[src/rtl/csn_pkg.sv]
// Shared types and constants for the column statistics normalizer.
// No dependencies; used by csn_div, csn_sqrt and column_stats_normalizer_top.
`default_nettype none
package csn_pkg;

  localparam int MAX_ROWS_DEF  = 1024;
  localparam int FRAC_BITS_DEF = 16;
  localparam int DW            = 64;  // datapath width of the divider and root unit

  localparam logic [1:0] CMD_LOAD    = 2'd0;
  localparam logic [1:0] CMD_COMPUTE = 2'd1;
  localparam logic [1:0] CMD_READ    = 2'd2;
  localparam logic [1:0] CMD_CLEAR   = 2'd3;

  localparam logic [1:0] ST_OK       = 2'd0;
  localparam logic [1:0] ST_EMPTY    = 2'd1;
  localparam logic [1:0] ST_FLAT     = 2'd2;
  localparam logic [1:0] ST_INVALID  = 2'd3;

  localparam logic REG_NORM_MODE = 1'b0;

  typedef struct packed {
    logic          start;
    logic [DW-1:0] num;
    logic [DW-1:0] den;
  } div_req_t;

  typedef struct packed {
    logic          done;
    logic [DW-1:0] quo;
  } div_rsp_t;

  typedef struct packed {
    logic          start;
    logic [DW-1:0] rad;
  } sqrt_req_t;

  typedef struct packed {
    logic            done;
    logic [DW/2-1:0] root;
  } sqrt_rsp_t;

endpackage
`default_nettype wire

[src/rtl/csn_sqrt.sv]
// Digit-by-digit integer square root (floor), two radicand bits per cycle.
// Depends on csn_pkg for the request and response structs.
`default_nettype none
module csn_sqrt (
  input  wire logic               clk,
  input  wire logic               rst,
  input  wire csn_pkg::sqrt_req_t req,
  output csn_pkg::sqrt_rsp_t      rsp
);

  localparam int W = csn_pkg::DW;

  logic         busy;
  logic         done;
  logic [W-1:0] x;
  logic [W-1:0] res;
  logic [W-1:0] bitm;
  logic [W-1:0] trial;

  assign trial = res + bitm;

  always_ff @(posedge clk) begin
    if (rst) begin
      busy <= 1'b0;
      done <= 1'b0;
    end else begin
      done <= 1'b0;
      if (req.start) begin
        busy <= 1'b1;
        x    <= req.rad;
        res  <= '0;
        bitm <= {2'b01, {(W-2){1'b0}}};
      end else if (busy) begin
        if (x >= trial) begin
          x   <= x - trial;
          res <= (res >> 1) + bitm;
        end else begin
          res <= res >> 1;
        end
        bitm <= bitm >> 2;
        if (bitm[0]) begin
          busy <= 1'b0;
          done <= 1'b1;
        end
      end
    end
  end

  assign rsp.done = done;
  assign rsp.root = res[W/2-1:0];

endmodule
`default_nettype wire

[config.mk]
export PLATFORM = sky130hd
export DESIGN_NAME = csn_sqrt
export DESIGN_NICKNAME = d
export VERILOG_FILES = /design/src/rtl/csn_pkg.sv /design/src/rtl/csn_sqrt.sv
export SDC_FILE = /design/constraint.sdc
export NUM_CORES = 1
export LEC_CHECK = 0
export BUFFER_PORTS_ARGS = -buffer_cell sky130_fd_sc_hd__clkbuf_2
export CORE_MARGIN = 5
export CORE_UTILIZATION = 50
export DETAILED_ROUTE_END_ITERATION = 8
export GPL_TIMING_DRIVEN = 0
export PLACE_DENSITY = 0.72
export SETUP_SLACK_MARGIN = 0.15
export SYNTH_ARGS = -nofsm -noshare
export SYNTH_HDL_FRONTEND = slang
export SYNTH_SLANG_ARGS = --single-unit
[constraint.sdc]
create_clock -name clk -period 13.46 [get_ports clk]
set_input_delay 0 -clock clk [delete_from_list [all_inputs] [get_ports clk]]
set_output_delay 0 -clock clk [all_outputs]
set_load 0.005 [all_outputs]
[Word level (Yosys, flattened, before mapping)]
Index checks and enable logic that the tools add are counted.
Operators by class
  $add $sub $neg: 3
  $lt $le $gt $ge: 1
  muxes and demuxes: 10
  bitwise logic cells: 2
  reductions and logical operators: 5
Operators by type and width (count)
  $mux W64: 5
  $add A63 B63 Y64: 1
  $add A64 B63 Y64: 1
  $ge A64 B64 Y1: 1
  $sub A64 B64 Y64: 1
  $mux W63: 1
  $mux W1: 4
  $reduce_bool A2 Y1: 2
  $reduce_and A3 Y1: 1
  $reduce_or A3 Y1: 1
  $not A1 Y1: 2
  $reduce_and A2 Y1: 1
Word-level totals
  register bits: 162
  input bits: 67
  word-level logic and storage cells: 26

[Longest topological paths before layout]
  word-level depth: 5
  depth in mapped cells: 25
  depth with buffers taken out: 21

[Least setup slack after synthesis]
No wires, ideal clock.
  kind: input-to-reg
  from: input req[64] (netlist name)
  to: register x[0], enable pin
  setup time: 583 ps
  arrival time: 9540 ps
  slack: 3337 ps
  cell stages on the path: 5
  cells stage by stage: clkbuf_1 clkbuf_1 nor2_1 nor2_1 a21boi_0
On the way
  cells in the longest elaborated chain, start to end: 2
  elaborated cells on any way between the ends: 3
  classes of those cells: reduce/logical: 3
Ends and longest elaborated chain
  start: declaration: line csn_sqrt.sv:7  | input wire csn_pkg::sqrt_req_t req,
  $reduce_bool A2 Y1 (no line)
  $reduce_and A3 Y1 (no line) (*)
  end signal: assignment: line csn_sqrt.sv:30  | x <= req.rad;
  end signal: assignment: line csn_sqrt.sv:35  | x <= x - trial;
  end: declaration: line csn_sqrt.sv:15  | logic [W-1:0] x;
Every way passes the cells marked *; elsewhere a longest branch is shown, timed or not.
A chain may end at the register's enable or synchronous reset.

[Final worst setup path]
  from: register res[2]
  to: register x[53], enable pin
On the way
  cells in the longest elaborated chain, start to end: 4
Ends and longest elaborated chain
  start: declaration: line csn_sqrt.sv:16  | logic [W-1:0] res;
  start signal: assignment: line csn_sqrt.sv:36  | res <= (res >> 1) + bitm;
  start signal: assignment: line csn_sqrt.sv:38  | res <= res >> 1;
  $add A64 B63 Y64: line csn_sqrt.sv:20  | assign trial = res + bitm;
  $ge A64 B64 Y1: line csn_sqrt.sv:34  | if (x >= trial) begin
  $reduce_bool A2 Y1 (no line)
  $reduce_and A3 Y1 (no line)
No other way between the ends.

==> run metrics <==
drt pass-1 iters 7; Detail Placement HPWL 39400 um; RR Endpoint x[53]$_DFFE_PP_; # IOs 100; # Max-Cap Violations 0; CORE AREA 31600 sq um; asr flop ratio synth 0%; CP Cell Sequence ha_1 > a31o_2 > a31oi_1 > nor4b_1 > o21ai_0 > a21oi_1 > o211ai_1 > o31ai_1 > a21boi_0 > xor2_1 > ha_1 > clkbuf_1 > a21oi_1 > o21bai_1 > a21oi_1 > o21ai_0 > a221o_1 > a221o_1 > nor2_2 > clkbuf_1 > a21boi_4 > buf_12 > buf_12; Clock Power Share between 20% and 30%; Mapped Cells 1889; die footprint between 30000 and 40000 sq um; Die H 189 um; antenna viol nets, final 0; Worst Path Buf+Inv 4; Setup TNS 0 ns; number of remaining DRC errors 0; nets 2274; root buf cell clkbuf_16; PwrDens 126 nW/um^2; worst-path fanout max 28; Die W 189 um; cell taking the most area after synthesis edfxtp_1; r2r worst-path depth 23; Slew Limit Fails 0; vias in the first global route between 15000 and 20000; Reg power frac ~30%; synthesized cell area 16000 sq um; clk sinks 162; Worst R2R Setup Slack 5.85 ns; drt initial violations 1235; Syn Area/Cell between 8 and 9 sq um; Slew @ Worst Pin 1.11 ns; VDD IR-drop max 0.0871 mV; post-layout util 57.9%; RSZ-0062 raised after global routing false; RD Place Congestion 0.947; worst setup path end x[53]$_DFFE_PP_; period utilisation layout approximately 57%; worst clock skew 0.0118 ns; pre-CTS WS 6.03 ns; layout cells sized above 1 11.1%; CTS buffer count 17; area delta synth->final 14.5%; largest net degree at the start of global routing 37; sequential share of the synthesized area 30.3%; remaining global-route overflow 0; run status completed; internal power 1.32 mW; RR Startpoint res[2]$_SDFFCE_PP0P_; Final min period 7.61 ns; crit end category register; CP Data Arrival Time a little under 8 ns; mean number of vias per cell approximately 6.3; initial antenna violation count 0; worst-skew pair later-pin latency 0.47 ns; Largest stage delay, worst path between 0.6 and 0.7 ns; finished layout cell area 18300 sq um; worst hold path type input port to register; CP Data Required Time about 14 ns; FILL cells 2897; Slew HR 25.8%; CTS tree built; H-tree depth 4; Max Root-Sink Buffers 2; Logic pwr share 48.0%; critical path's slowest cell clkbuf_1; Routed WL per cell between 20 and 25 um; CP Launch Point res[2]$_SDFFCE_PP0P_; CP startpoint kind register; count leader, synth nand2_1; top-area cell type share of the netlist area a little under a third; Top FF cell, synth edfxtp_1; WP depth 23; ranking of synthesized cells by area edfxtp_1 (30%), ha_1 (10%), xor2_1 (4.9%); total placed instance area 17100 sq um; initial core utilization 50.6%; Port Buffers 99; Fmax around 130 MHz; slack of the critical path 5.85 ns; Post-synth EDFFs 160; Worst path top cell family by delay compound AO/OA/AOI/OAI gates; first-pass GRT wire length ~80000 um; Detailed Route WL 51500 um; vias 15647; Synth top cells by count nand2_1 (206), nor2_1 (170), edfxtp_1 (160); CP most frequent cell a21oi_1; syn nets 2087; row count 65; Worst Setup Path Type register to register; Net Switching 0.992 mW; GRT Util Overall between 20 and 30%; Worst-path clk slew about 0.080 ns; YS warnings 0; sw frac 43.0%; static leakage between 7 and 8 nW; final-report hold violation count 0; Unique masters post-synth 82; post-synthesis register bit count 162; final-report setup violation count 0
## final cells by class
type	count	area [sq um]	share of cell area (%)
antenna	1	2.50	0.0137
tap	402	503	2.75
clock inverter	14	139	0.760
multi-input combinational	1571	10400	56.8
timing repair buffer	168	1230	6.71
buffer	116	606	3.31
sequential	162	4840	26.5
inverter	40	150	0.821
clock buffer	17	425	2.33
## how the worst min path moves through the flow
stage	startpoint	to	slack, ns	depth (start not counted)
after floorplan	rst	busy$_SDFF_PP0_	0.08	1
after detailed placement	rst	busy$_SDFF_PP0_	0.24	2
after global placement	rst	busy$_SDFF_PP0_	0.19	2
after CTS	req[63]	x[63]$_DFFE_PP_	0.07	4
final	req[63]	x[63]$_DFFE_PP_	0.14	4
after global routing	req[63]	x[63]$_DFFE_PP_	0.10	4
## kinds of logic after synthesis
group                      count (synthesis)  share of synthesized area [%]
and+or+nand+nor                          660                           19.6
AOI/OAI and AO/OA                        616                           25.9
DFF                                      162                           30.3
xor gates and xnor gates                 159                           8.72
buffers and inverters                    156                           4.73
adders and majority gates                131                           10.3
muxes                                      5                          0.345
## power groups by stage
| stage | Sequential [mW] | Clock [mW] | Combinational (mW) |
|---|---|---|---|
| after floorplan | 0.685 | 0 | 0.807 |
| after global placement | 0.712 | 0 | 1.05 |
| after detailed placement | 0.704 | 0 | 1.07 |
| after CTS | 0.693 | 0.510 | 1.09 |
| after global routing | 0.698 | 0.527 | 1.22 |
| final | 0.693 | 0.507 | 1.11 |
## flip-flops by register name, summed over array words and instances, names as in the netlist
| signal | count |
|---|---|
| res | 64 |
| busy | 1 |
| x | 64 |
| bitm | 32 |
| done | 1 |
## routing by layer
metal / vias to the layer above / wire length (um) / GRT usage (%) / part of all wire, %
met1: 7417 / 21400 / 35.5 / 42
met4: 0 / 2340 / 12.1 / 4.5
met5: - / 0 / 0 / 0
li1: 7432 / - / - / -
met3: 151 / 3180 / 3.91 / 6.2
met2: 647 / 24600 / 48.8 / 48
## metrics by stage
step           std cells  hold WS, ns  total power, mW
2_1_floorplan       1889       0.0793             1.49
3_3_place_gp        2390        0.194             1.76
3_5_place_dp        2394        0.241             1.77
4_1_cts             2490       0.0750             2.29
5_1_grt             2490        0.103             2.44
6_report            2491        0.137             2.31
## cell usage in the layout (no fill, tap or decap), types with 23 or more instances in the layout
cell / count
a21oi_1: 118
nor2_1: 169
ha_1: 130
dlygate4sd3_1: 65
clkbuf_1: 68
a31oi_1: 59
nand2_1: 206
xnor2_1: 69
inv_1: 39
clkbuf_2: 99
o21ai_0: 156
o21bai_1: 48
o21a_1: 23
edfxtp_1: 160
buf_4: 35
nor3_1: 43
nand3_1: 39
a21o_1: 45
nor2b_1: 48
xor2_1: 90
nand4_1: 48
## worst min-delay path, stage by stage
cell	delay (ns)
clkbuf_2	0.08
nor2_1	0.18
a41o_1	0.13
nor3_1	0.05
## what timing repair did
action | CTS | global route
resized for setup | 0 | 0
setup buffers | 0 | 0
endpoints found under the hold margin | 66 | 0
hold buffers | 65 | 0
(Power assumes the default switching activity.)
