<file path="src/rtl/csn_pkg.sv">
// Shared types and constants for the column statistics normalizer.
// No dependencies; used by csn_div, csn_sqrt and column_stats_normalizer_top.
`default_nettype none
package csn_pkg;

  localparam int MAX_ROWS_DEF  = 1024;
  localparam int FRAC_BITS_DEF = 16;
  localparam int DW            = 64;  // datapath width of the divider and root unit

  localparam logic [1:0] CMD_LOAD    = 2'd0;
  localparam logic [1:0] CMD_COMPUTE = 2'd1;
  localparam logic [1:0] CMD_READ    = 2'd2;
  localparam logic [1:0] CMD_CLEAR   = 2'd3;

  localparam logic [1:0] ST_OK       = 2'd0;
  localparam logic [1:0] ST_EMPTY    = 2'd1;
  localparam logic [1:0] ST_FLAT     = 2'd2;
  localparam logic [1:0] ST_INVALID  = 2'd3;

  localparam logic REG_NORM_MODE = 1'b0;

  typedef struct packed {
    logic          start;
    logic [DW-1:0] num;
    logic [DW-1:0] den;
  } div_req_t;

  typedef struct packed {
    logic          done;
    logic [DW-1:0] quo;
  } div_rsp_t;

  typedef struct packed {
    logic          start;
    logic [DW-1:0] rad;
  } sqrt_req_t;

  typedef struct packed {
    logic            done;
    logic [DW/2-1:0] root;
  } sqrt_rsp_t;

endpackage
`default_nettype wire

</file>
<file path="src/rtl/csn_div.sv">
// Restoring unsigned divider, one quotient bit per cycle.
// Depends on csn_pkg for the request and response structs.
`default_nettype none
module csn_div (
  input  wire logic              clk,
  input  wire logic              rst,
  input  wire csn_pkg::div_req_t req,
  output csn_pkg::div_rsp_t      rsp
);

  localparam int W  = csn_pkg::DW;
  localparam int CW = $clog2(W);

  logic          busy;
  logic          done;
  logic [CW-1:0] cnt;
  logic [W-1:0]  rem;
  logic [W-1:0]  quo;
  logic [W-1:0]  den;
  logic [W:0]    rem_sh;
  logic          take;
  logic [W:0]    rem_next;

  assign rem_sh   = {rem, quo[W-1]};
  assign take     = rem_sh >= {1'b0, den};
  assign rem_next = take ? rem_sh - {1'b0, den} : rem_sh;

  always_ff @(posedge clk) begin
    if (rst) begin
      busy <= 1'b0;
      done <= 1'b0;
      cnt  <= '0;
    end else begin
      done <= 1'b0;
      if (req.start) begin
        busy <= 1'b1;
        cnt  <= '0;
        rem  <= '0;
        quo  <= req.num;
        den  <= req.den;
      end else if (busy) begin
        rem <= rem_next[W-1:0];
        quo <= {quo[W-2:0], take};
        cnt <= cnt + 1'b1;
        if (cnt == CW'(W - 1)) begin
          busy <= 1'b0;
          done <= 1'b1;
        end
      end
    end
  end

  assign rsp.done = done;
  assign rsp.quo  = quo;

endmodule
`default_nettype wire

</file>
<file path="config.mk">
export PLATFORM = sky130hd
export DESIGN_NAME = csn_div
export DESIGN_NICKNAME = d
export VERILOG_FILES = /design/src/rtl/csn_pkg.sv /design/src/rtl/csn_div.sv
export SDC_FILE = /design/constraint.sdc
export NUM_CORES = 1
export LEC_CHECK = 0
export BUFFER_PORTS_ARGS = -buffer_cell sky130_fd_sc_hd__buf_2
export CAP_MARGIN = 5
export CORE_MARGIN = 3
export CORE_UTILIZATION = 60
export CTS_CLUSTER_DIAMETER = 40
export CTS_CLUSTER_SIZE = 25
export DETAILED_ROUTE_END_ITERATION = 8
export GPL_TIMING_DRIVEN = 0
export PLACE_DENSITY = 0.84
export SLEW_MARGIN = 20
export SYNTH_ARGS = -nofsm -noshare
export SYNTH_HDL_FRONTEND = slang
export SYNTH_SLANG_ARGS = --single-unit
</file>
<file path="constraint.sdc">
create_clock -name clk -period 14.8 [get_ports clk]
set_input_delay 1.48 -clock clk [delete_from_list [all_inputs] [get_ports clk]]
set_output_delay 1.48 -clock clk [all_outputs]
set_load 0.005 [all_outputs]
</file>
* Word level (Yosys, flattened, before mapping)
Cells that the tools add are included.
** Operators by class
- Add/sub/neg operators :: 2
- $mul :: 0
- Divide/modulo/power cells :: 0
- Magnitude comparators :: 1
- Eq/ne operators :: 1
- Shift-type cells :: 0
- Multiplexer cells :: 8
- Bitwise operators :: 2
- Reduce and logical (&&, ||, !) cells :: 5
** Operator list (count)
- $mux W64 :: 4
- $ge A65 B64 Y1 :: 1
- $sub A64 B64 Y64 :: 1
- $add A6 B1 Y6 const B :: 1
- $eq A6 B6 Y1 const B :: 1
- $mux W1 :: 4
- $reduce_and A2 Y1 :: 2
- $reduce_or A3 Y1 :: 1
- $not A1 Y1 :: 2
- $reduce_bool A2 Y1 :: 1
- $reduce_or A2 Y1 :: 1
** Storage, ports and cells
- Register bits after elaboration :: 200
- Bits in latches :: 0
- Bits in writable memories :: 0
- Bits in read-only memories :: 0
- Input bits :: 131
- Output and inout bits :: 65
- Memories kept :: 0

* Depth between registers and ports, before layout
Gate-level depths: netlist (run 1).
- Depth in word-level cells :: 4
- Gate-level depth with buffers :: 16

* Worst setup path after synthesis (run 1)
No wires, ideal clock.
- Path kind :: in2reg
- From :: input req[128] (netlist bit)
- To :: register quo[0], enable pin
- Setup time :: 0.616 ns
- Data arrival time :: 7.442 ns
- Data required time :: 14.184 ns
- Slack :: 6.741 ns
- Stages :: 4
- Cell sequence :: clkbuf_1 > clkbuf_1 > nor2_1 > nor2_1
** On the way
- Cells in the longest elaborated chain, start to end :: 2
** RTL lines
- start, declared :: RTL line csn_div.sv:7 : input wire csn_pkg::div_req_t req,
- $reduce_bool A2 Y1 (no line)
- $reduce_and A2 Y1 (no line)
- end signal, assigned :: RTL line csn_div.sv:39 : quo <= req.num;
- end signal, assigned :: RTL line csn_div.sv:43 : quo <= {quo[W-2:0], take};
- end, declared :: RTL line csn_div.sv:18 : logic [W-1:0] quo;
Every way passes these cells.
A chain may end at the register's enable or synchronous reset.

* Final worst setup path (run 1)
- From :: register quo[63]
- To :: register rem[60] (data pin)
** On the way
- Cells in the longest elaborated chain, start to end :: 3
** RTL lines
- $sub A64 B64 Y64 or $ge A65 B64 Y1 (tied branches) :: RTL line csn_div.sv:26, csn_div.sv:25
- $mux W64 (*) :: RTL line csn_div.sv:26 : assign rem_next = take ? rem_sh - {1'b0, den} : rem_sh;
- $mux W64 (*) :: RTL line csn_div.sv:41 : end else if (busy) begin
- end signal, assigned :: RTL line csn_div.sv:42 : rem <= rem_next[W-1:0];
- end, declared :: RTL line csn_div.sv:17 : logic [W-1:0] rem;
Mark *: on every way between the ends. The rest lies on a longest branch, timed or not. The select of a mux whose other input is x is not followed.

==> results of run 1 <==
## cell usage in the layout, fill, tap and decap left out, types with 5 or more instances in the layout
master / netlist / routed
and3_1: 9 / 9
nor2b_1: 7 / 7
nor2_1: 85 / 83
a21oi_1: 84 / 84
o21ai_0: 34 / 34
a21o_1: 44 / 44
or3_1: 10 / 10
ha_1: 65 / 65
clkbuf_1: 47 / 48
edfxtp_1: 192 / 192
buf_2: 4 / 199
o21a_1: 7 / 7
and2_1: 8 / 8
inv_1: 72 / 72
a211oi_1: 15 / 15
clkbuf_16: 0 / 17
nand2b_1: 9 / 9
mux2_2: 64 / 64
nand2_1: 101 / 101
xor2_1: 26 / 26
clkinv_8: 0 / 5
o21bai_1: 17 / 17
dfxtp_1: 8 / 8
nand4_1: 20 / 20
buf_12: 0 / 6
mux2i_1: 34 / 34
nor3_1: 11 / 11
or2_2: 5 / 5
a31oi_1: 10 / 10
xnor2_1: 31 / 31
nand3_1: 20 / 20
## worst min-delay path by stage
stage	cells after the start	endpoint	slack (ns)	from
2_1_floorplan	2	cnt[5]	0.45	cnt[5]
3_3_place_gp	2	cnt[5]	0.47	cnt[5]
3_5_place_dp	2	cnt[5]	0.48	cnt[5]
4_1_cts	2	cnt[5]	0.49	cnt[5]
5_1_grt	2	cnt[5]	0.51	cnt[5]
6_report	2	cnt[5]	0.49	cnt[5]
## per-layer routing
layer  up-vias  global-route usage (%)
met2       389                   49.38
met4         0                   9.459
met5         -                       0
li1       4556                       -
met1      4567                   37.93
met3        52                   6.683
## cell type report
class | count | area [um2] | area share, %
Tap cell | 265 | 331.6 | 2.354
Clock inverter | 14 | 172.7 | 1.226
Buffer | 57 | 249.0 | 1.767
Timing Repair Buffer | 202 | 1124 | 7.976
Multi-Input combinational cell | 786 | 5580 | 39.61
Inverter | 72 | 270.3 | 1.918
Clock buffer | 18 | 429.2 | 3.046
Sequential cell | 200 | 5926 | 42.06
Antenna cell | 2 | 5.005 | 0.03553
## worst max-delay path, stage by stage, from the launching register on
cell	delay, ns
edfxtp_1	0.42
inv_1	0.06
ha_1	0.22
fa_1	0.40
nand2b_1	0.18
a21oi_1	0.17
o21ai_0	0.26
a2111oi_0	0.72
nor3_1	0.23
a31oi_1	0.49
a221oi_2	0.23
o21bai_1	0.37
nor4_1	0.09
o41ai_1	0.36
## cells in the mapped netlist (4+ instances only)
master / count / area, um2
a211o_1: 4 / 35.03
buf_4: 4 / 30.03
nand4_1: 20 / 125.1
clkbuf_1: 47 / 176.4
o21a_1: 7 / 52.55
o21bai_1: 17 / 127.6
mux2i_1: 34 / 340.3
nor3b_1: 4 / 30.03
ha_1: 65 / 813.3
a31oi_1: 10 / 62.56
a21o_1: 44 / 330.3
nand2_1: 101 / 379.1
nand3_1: 20 / 100.1
dfxtp_1: 8 / 160.2
nor2_1: 85 / 319.1
xnor2_1: 31 / 271.5
and2_1: 8 / 50.05
or2_2: 5 / 31.28
or3_1: 10 / 62.56
mux2_2: 64 / 720.7
nor3_1: 11 / 55.05
a21oi_1: 84 / 420.4
o21ai_0: 34 / 170.2
xor2_1: 26 / 227.7
buf_2: 4 / 20.02
nor2b_1: 7 / 43.79
edfxtp_1: 192 / 5766
nand2b_1: 9 / 56.30
inv_1: 72 / 270.3
a221oi_1: 4 / 35.03
a211oi_1: 15 / 112.6
and3_1: 9 / 56.30
a41oi_1: 4 / 35.03
## kinds of logic after synthesis
group / count (synthesis) / synth area share, %
AND/OR/NAND/NOR: 301 / 11.67
AO/OA/AOI/OAI: 264 / 14.74
flip-flops: 200 / 49.34
buffers and inverters: 129 / 4.323
multiplexers: 98 / 8.834
adder cells (fa/ha/maj): 66 / 6.938
XOR/XNOR: 57 / 4.157
## metrics by stage
stage	power (mW)	hold slack, ns	cells	area [um2]
after detailed placement	1.194	0.4751	1582	13480
after floorplan	1.060	0.4541	1115	12010
after global routing	1.750	0.5125	1615	14080
after CTS	1.667	0.4872	1614	14080
final	1.668	0.4883	1616	14090
after global placement	1.181	0.4680	1575	13320
## state kept, by name (all words and copies together) (netlist names)
signal	flops
cnt	6
done	1
den	64
rem	64
busy	1
quo	64
## power by group
part / internal [mW] / leakage [nW] / switching (mW)
Clock: 0.230 / 0.284 / 0.244
Sequential: 0.681 / 1.90 / 0.0232
Combinational: 0.201 / 3.77 / 0.289
Total: 1.11 / 5.96 / 0.557
==> run_results.csv, run 1 <==
group,metric,value,unit
logic_synthesis,avgSynthCellArea,10.77,um2
sta,fin_crit_sh,29.85,%
die,io_pins,196,
placed_design,place_hpwl,23770,um
drt,drtIter0Drc,755,
setup_path,r2r_slack,10.38,ns
setup_path,r2r-start,"quo[63]",
global_routing,grt_pass1_vias,9504,
setup_path,crit_fanout,4,
setup_path,path_class,"reg -> reg",
drt,dr.pass1.iters,5,
sta,max_freq,226.4,MHz
drt,met2_length,15580,um
drt,num_vias,9564,
layout,flow.area_growth_from_synthesis,17.29,%
layout,finalNetCount,1533,
drt,route.detailed.drc,0,
global_routing,grt.total_usage,29.30,%
sta,max_slew_margin,46.57,%
global_routing,antenna_found_initial,1,
clocking,clk_latency,0.45,ns
logic_synthesis,synth.yosys.seq_area_share,49.34,%
setup_path,required,15.03,ns
die,start_util,61.31,%
logic_synthesis,ys_types,69,
layout,fin_util,71.91,%
worst_hold_path,hp-class,"reg -> reg",
sta,fin_skew,0.02152,ns
clocking,clk_pin_slew_worst_paths,0.09,ns
status,status,"finished clean",
sta,fin_ws,10.38,ns
die,die_h,147.5,um
layout,fillers,1447,
clocking,cts_setup_buffers,0,
sta,finalCriticalPeriod,4.417,ns
sta,tightest_slew,0.8015,ns
setup_path,rr_worst_depth,13,
setup_path,cp.arrival,4.65,ns
placed_design,pre_cts_slack,10.51,ns
clocking,clock-sinks,200,
logic_synthesis,synth_warnings,0,
logic_synthesis,synth_edf_count,192,
drt,wl_per_cell,19.65,um
setup_path,startpoint,"quo[63]",
logic_synthesis,postSynthCellCount,1115,
die,dieWidth,147.5,um
drt,top_layer,"met4",
job,cap_violations,0,
die,core,19590,um2
die,rows,51,
global_routing,grt_pass1_wl,50370,um
clocking,ctsResizeCount,0,
power_and_ir_drop,ir_worst_vdd,89.82,uV
logic_synthesis,synth.cell_area,12010,um2
logic_synthesis,async_flop_share,0,%
sta,rsz0062_at_grt,"no",
logic_synthesis,mappedNetlistNets,1312,
global_routing,grt_max_degree,30,
logic_synthesis,synth_flop_cell,"edfxtp_1",
setup_path,cp-end-kind,"flip-flop",
drt,via_per_inst,5.918,
drt,final_antenna_net_count,0,
sta,slew_violations,0,
clocking,cts_hold_buf,0,
placed_design,portBuffers,195,
sta,totalNegativeSetupSlack,0,ns
sta,setup_viol,0,
die,die_area,21750,um2
power_and_ir_drop,p_per_area,118.4,nW/um2
power_and_ir_drop,p_leak,5.955,nW
layout,final_layout_size_suffix_gt1_share,23.94,%
drt,routed_wl,31750,um
sta,hold_viol,0,
clocking,cts_tree,"built",
clocking,clockBufferDepth,2,
clocking,htree_levels,4,
drt,wl_met1,12960,um
placed_design,gp_congestion,0.9388,
logic_synthesis,synth-seq-cells,200,
setup_path,endpoint,"rem[60]",
clocking,cts_buffers,17,
clocking,root_buffer,"clkbuf_16",
setup_path,start_kind,"flip-flop",
drt,dr_wl_met3,2325,um
global_routing,grt-ovfl-total,0,
setup_path,timing.rr.end,"rem[60]",
(Power assumes the default switching activity.)
==> run 2, diff against run 1 <==
--- a/config.mk
+++ b/config.mk
@@ -8,12 +8,12 @@
 export BUFFER_PORTS_ARGS = -buffer_cell sky130_fd_sc_hd__buf_2
 export CAP_MARGIN = 5
 export CORE_MARGIN = 3
-export CORE_UTILIZATION = 60
+export CORE_UTILIZATION = 52
 export CTS_CLUSTER_DIAMETER = 40
 export CTS_CLUSTER_SIZE = 25
 export DETAILED_ROUTE_END_ITERATION = 8
 export GPL_TIMING_DRIVEN = 0
-export PLACE_DENSITY = 0.84
+export PLACE_DENSITY = 0.77
 export SLEW_MARGIN = 20
 export SYNTH_ARGS = -nofsm -noshare
 export SYNTH_HDL_FRONTEND = slang
==> constraint.sdc (replaced) <==
create_clock -name clk -period 3.9 [get_ports clk]
set_input_delay 0.39 -clock clk [delete_from_list [all_inputs] [get_ports clk]]
set_output_delay 0.39 -clock clk [all_outputs]
set_load 0.005 [all_outputs]
==> run_results.csv, run 2 (synthesis gave the netlist of run 1 again) <==
group,metric,value,unit
global_routing,grt-ovfl-total,0,
sta,fin_skew,0.01595,ns
placed_design,pre_cts_slack,-0.3562,ns
placed_design,gp_congestion,0.8967,
setup_path,path_class,"reg -> reg",
clocking,cts_buffers,17,
worst_hold_path,min_from,"req[6]",
die,dieWidth,158.0,um
layout,flow.area_growth_from_synthesis,19.62,%
drt,drtIter0Drc,773,
power_and_ir_drop,p_clk_share,28.5,%
global_routing,grt_pass1_wl,49110,um
setup_path,cp.arrival,4.09,ns
job,cap_violations,0,
sta,slew_violations,0,
drt,routed_wl,31250,um
drt,via_per_inst,5.788,
power_and_ir_drop,swShare,33.48,%
global_routing,grt.total_usage,25.15,%
clocking,root_buffer,"clkbuf_16",
drt,num_vias,9446,
sta,tightest_slew,0.7903,ns
layout,final_cells,1632,
power_and_ir_drop,switchingPower,2.158,mW
clocking,clk_latency,0.46,ns
layout,finalNetCount,1535,
layout,final_layout_size_suffix_gt1_share,26.42,%
placed_design,dp.cells,1597,
placed_design,place_area,13510,um2
global_routing,grt_pass1_vias,9454,
sta,hold_viol,0,
setup_path,crit_fanout,4,
die,die_h,158.0,um
drt,route.detailed.drc,0,
sta,max_freq,263.8,MHz
layout,top_regs,"den x64, quo x64, rem x64",
worst_hold_path,hp-class,"in -> reg",
sta,totalNegativeSetupSlack,0,ns
power_and_ir_drop,intPower,4.288,mW
setup_path,start_kind,"flip-flop",
setup_path,r2r-start,"rem[1]",
drt,wl_per_cell,19.15,um
placed_design,portBuffers,195,
power_and_ir_drop,p_seq_share,41.4,%
die,core,22230,um2
layout,final_common_cell,"buf_2",
drt,final_antenna_net_count,0,
placed_design,place_hpwl,23660,um
power_and_ir_drop,ir_worst_vdd,224.5,uV
drt,dr.pass1.iters,7,
status,status,"finished clean",
sta,max_slew_margin,47.32,%
power_and_ir_drop,pwr-share-comb,30.0,%
sta,fin_crit_sh,97.20,%
sta,fin_ws,0.1092,ns
global_routing,antenna_found_initial,2,
die,io_pins,196,
die,start_util,54.03,%
die,die_area,24960,um2
clocking,htree_levels,4,
setup_path,r2r_slack,0.11,ns
setup_path,cp-end-kind,"flip-flop",
setup_path,required,4.20,ns
sta,finalCriticalPeriod,3.791,ns
die,rows,54,
clocking,clk_pin_slew_worst_paths,0.09,ns
power_and_ir_drop,p_leak,6.035,nW
sta,setup_viol,0,
clocking,clock-sinks,200,
clocking,cts_tree,"built",
layout,layout_common_cells,"buf_2 (195), edfxtp_1 (192), nand2_1 (101)",
power_and_ir_drop,p_per_area,448.7,nW/um2
clocking,clockBufferDepth,2,
sta,holdWs,0.1009,ns
setup_path,startpoint,"rem[1]",
global_routing,grt_max_degree,29,
layout,stdcell_area,14370,um2
-- run 2: changes by cell type in the layout (fill, tap and decap cells not counted), moves of 3 or more --
cell	delta
buf_4	+10
clkbuf_1	-9
ha_1	-7
buf_2	-4
ha_4	+4
ha_2	+3
nor3_1	-3
nor3_2	+3
-- run 2: worst paths after layout --
| path | end | depth (start not counted) |
|---|---|---|
| worst max-delay path | rem[45] | 11 |
| worst min-delay path | den[6] | 1 |
| worst max register to register | rem[45] | 11 |
| worst min register to register | cnt[5] | 2 |
-- run 2: repair_timing --
| item | in CTS | in global routing |
|---|---|---|
| buffers inserted | 4 | 5 |
| setup endpoints to repair | 55 | 65 |
| hold buffers | 0 | 0 |
| pin swaps | 3 | 7 |
| gates resized for setup | 29 | 15 |
-- run 2: cell type report --
class / count / area, um2
antenna: 1 / 2.502
buffer: 50 / 267.8
clock buffer: 18 / 429.2
clock inverter: 14 / 177.7
fill: 1767 / 7863
inverter: 72 / 270.3
multi-input combinational: 786 / 5744
sequential: 200 / 5926
tap: 280 / 350.3
timing repair buffer: 211 / 1199
-- run 2: layer usage --
metal / vias up / track usage [%] / wire length (um)
met5: - / 0 / 27
met4: 4 / 8.193 / 855
met3: 55 / 6.315 / 2425
met2: 388 / 41.79 / 15080
met1: 4446 / 32.50 / 12860
li1: 4553 / - / -
-- run 2: power groups by stage --
stage	registers (mW)	logic, mW	clock network, mW
after global routing	2.69	2.12	1.94
final	2.67	1.94	1.84
after floorplan	2.70	1.31	0
after detailed placement	2.71	1.81	0
after CTS	2.67	1.88	1.87
after global placement	2.72	1.75	0
-- run 2: metrics by stage --
stage	utilization, %	power, mW
final	64.63	6.446
after global placement	60.04	4.470
after global routing	64.62	6.753
after floorplan	-	4.011
after detailed placement	60.76	4.524
after CTS	64.27	6.414
-- run 2: worst max-delay path, cell delays in order (launching register included) --
cell,delay [ns]
edfxtp_1,0.46
ha_4,0.32
nand3_1,0.11
o21bai_1,0.19
a2111o_1,0.45
a311o_1,0.37
a31oi_2,0.23
o211ai_2,0.17
a2111oi_4,0.39
o22ai_1,0.19
or4_1,0.60
a21oi_1,0.16
==> run 3, diff against run 2 <==
--- a/config.mk
+++ b/config.mk
@@ -8,12 +8,11 @@
 export BUFFER_PORTS_ARGS = -buffer_cell sky130_fd_sc_hd__buf_2
 export CAP_MARGIN = 5
 export CORE_MARGIN = 3
-export CORE_UTILIZATION = 52
+export CORE_UTILIZATION = 25
 export CTS_CLUSTER_DIAMETER = 40
 export CTS_CLUSTER_SIZE = 25
 export DETAILED_ROUTE_END_ITERATION = 8
 export GPL_TIMING_DRIVEN = 0
-export PLACE_DENSITY = 0.77
 export SLEW_MARGIN = 20
 export SYNTH_ARGS = -nofsm -noshare
 export SYNTH_HDL_FRONTEND = slang
==> run_results.csv, run 3 (synthesis gave the netlist of run 1 again) <==
group,metric,value,unit
power_and_ir_drop,swShare,33.20,%
die,rows,79,
worst_hold_path,hold_path_depth,1,
clocking,htree_levels,4,
sta,rsz0062_at_grt,"yes",
clocking,clk_latency,0.49,ns
global_routing,grt_pass1_vias,9629,
clocking,root_buffer,"clkbuf_16",
layout,final_layout_size_suffix_gt1_share,26.63,%
clocking,clock-sinks,200,
die,die_area,50710,um2
global_routing,grt_pass1_wl,53780,um
sta,setup_viol,0,
layout,fillers,4865,
die,io_pins,196,
layout,top_regs,"den x64, quo x64, rem x64",
global_routing,grt_max_degree,28,
power_and_ir_drop,p_seq_share,41.3,%
global_routing,grt.total_usage,13.66,%
sta,tightest_slew,0.9236,ns
global_routing,antenna_found_initial,15,
status,status,"finished clean",
sta,fin_crit_sh,97.02,%
drt,dr.pass1.iters,5,
die,start_util,25.53,%
layout,finalNetCount,1532,
global_routing,grt-ovfl-total,0,
layout,flow.area_growth_from_synthesis,23.62,%
layout,final_common_cell,"buf_2",
power_and_ir_drop,pwr-share-comb,30.4,%
setup_path,cp.arrival,3.99,ns
sta,slew_violations,0,
layout,final_cells,1959,
sta,max_freq,264.3,MHz
power_and_ir_drop,p_per_area,435.2,nW/um2
setup_path,cp-end-kind,"flip-flop",
placed_design,dp.cells,1925,
clocking,clockBufferDepth,2,
sta,hold_viol,0,
clocking,cts_tree,"built",
setup_path,required,4.10,ns
setup_path,start_kind,"flip-flop",
die,die_h,225.2,um
worst_hold_path,hp-class,"in -> reg",
placed_design,place_hpwl,26220,um
layout,stdcell_area,14850,um2
die,core,47050,um2
power_and_ir_drop,switchingPower,2.145,mW
drt,route.detailed.drc,0,
die,dieWidth,225.2,um
setup_path,path_class,"reg -> reg",
sta,finalCriticalPeriod,3.784,ns
power_and_ir_drop,intPower,4.316,mW
drt,via_per_inst,4.852,
placed_design,portBuffers,195,
job,cap_violations,0,
layout,layout_common_cells,"buf_2 (195), edfxtp_1 (192), nand2_1 (101)",
power_and_ir_drop,ir_worst_vdd,344.5,uV
power_and_ir_drop,p_clk_share,28.3,%
placed_design,gp_congestion,0.8938,
power_and_ir_drop,p_leak,6.047,nW
drt,drtIter0Drc,567,
drt,num_vias,9505,
placed_design,place_area,13950,um2
clocking,clk_pin_slew_worst_paths,0.08,ns
setup_path,crit_fanout,10,
drt,routed_wl,34200,um
sta,max_slew_margin,38.42,%
setup_path,rr_worst_depth,13,
drt,wl_per_cell,17.46,um
sta,fin_skew,0.01563,ns
clocking,cts_buffers,17,
drt,final_antenna_net_count,0,
[run 3: cell count changes in the layout (fill, tap and decap cells not counted), moves of 3 or more]
cell	change
clkbuf_1	-4
clkinv_4	+3
diode_2	+3
inv_12	-3
inv_6	+3
inv_8	-3
[run 3: final cells by class]
type	instances	area (um2)	share of cell area, %
Buffer	47	282.8	1.905
Multi-Input combinational cell	786	5779	38.93
Inverter	72	270.3	1.820
Clock inverter	14	147.6	0.9944
Clock buffer	18	450.4	3.034
Sequential cell	200	5926	39.91
Tap cell	607	759.5	5.115
Timing Repair Buffer	211	1221	8.225
Antenna cell	4	10.01	0.06742
[run 3: path summary, 6_finish.rpt]
kind,start,endpoint,slack [ns]
min,req[55],den[55],0.08
min reg2reg,cnt[5],cnt[5],0.50
max,rem[3],rem[52],0.12
max reg2reg,rem[3],rem[52],0.12
[run 3: critical path, stage by stage, from the launching register on]
cell,delay (ns)
edfxtp_1,0.44
ha_4,0.32
nand3_1,0.10
o21bai_2,0.22
a2111o_1,0.40
a311o_1,0.39
a31oi_4,0.22
o211ai_4,0.13
a2111oi_4,0.46
o22ai_2,0.17
buf_4,0.23
clkbuf_4,0.21
nand3_1,0.10
o31ai_1,0.10
[run 3: routing by layer]
metal	share of wire [%]	global-route usage, %	vias to the layer above
met3	7.8	4.833	77
met5	0.41	0	-
met1	44	17.00	4500
met4	2.7	5.945	22
met2	45	21.47	331
li1	-	-	4575
[run 3: power by group through the flow]
stage	Combinational (mW)	Clock (mW)	Sequential, mW
2_1_floorplan	1.31	0	2.70
3_3_place_gp	1.79	0	2.72
3_5_place_dp	1.84	0	2.71
4_1_cts	1.90	1.90	2.67
5_1_grt	2.18	1.98	2.69
6_report	1.96	1.83	2.67
[run 3: timing repair]
action,CTS,global route
endpoints found under the setup margin,65,65
hold buffers,0,0
hold endpoints to repair,0,0
pin swaps,5,9
gates resized for setup,29,25
buffers inserted,2,6
[run 3: through the flow]
stage	power, mW	TNS [ns]	hold WS [ns]	setup WS (ns)	util (%)
5_1_grt	6.850	-0.4488	0.04386	-0.03235	31.53
4_1_cts	6.478	-0.02541	0.02287	-0.01273	31.29
3_5_place_dp	4.553	-11.03	0.4852	-0.3511	29.64
2_1_floorplan	4.011	0	0.4541	0.4243	-
3_3_place_gp	4.506	-216.68	0.4669	-1.354	29.24
6_report	6.461	0	0.07633	0.1162	31.56
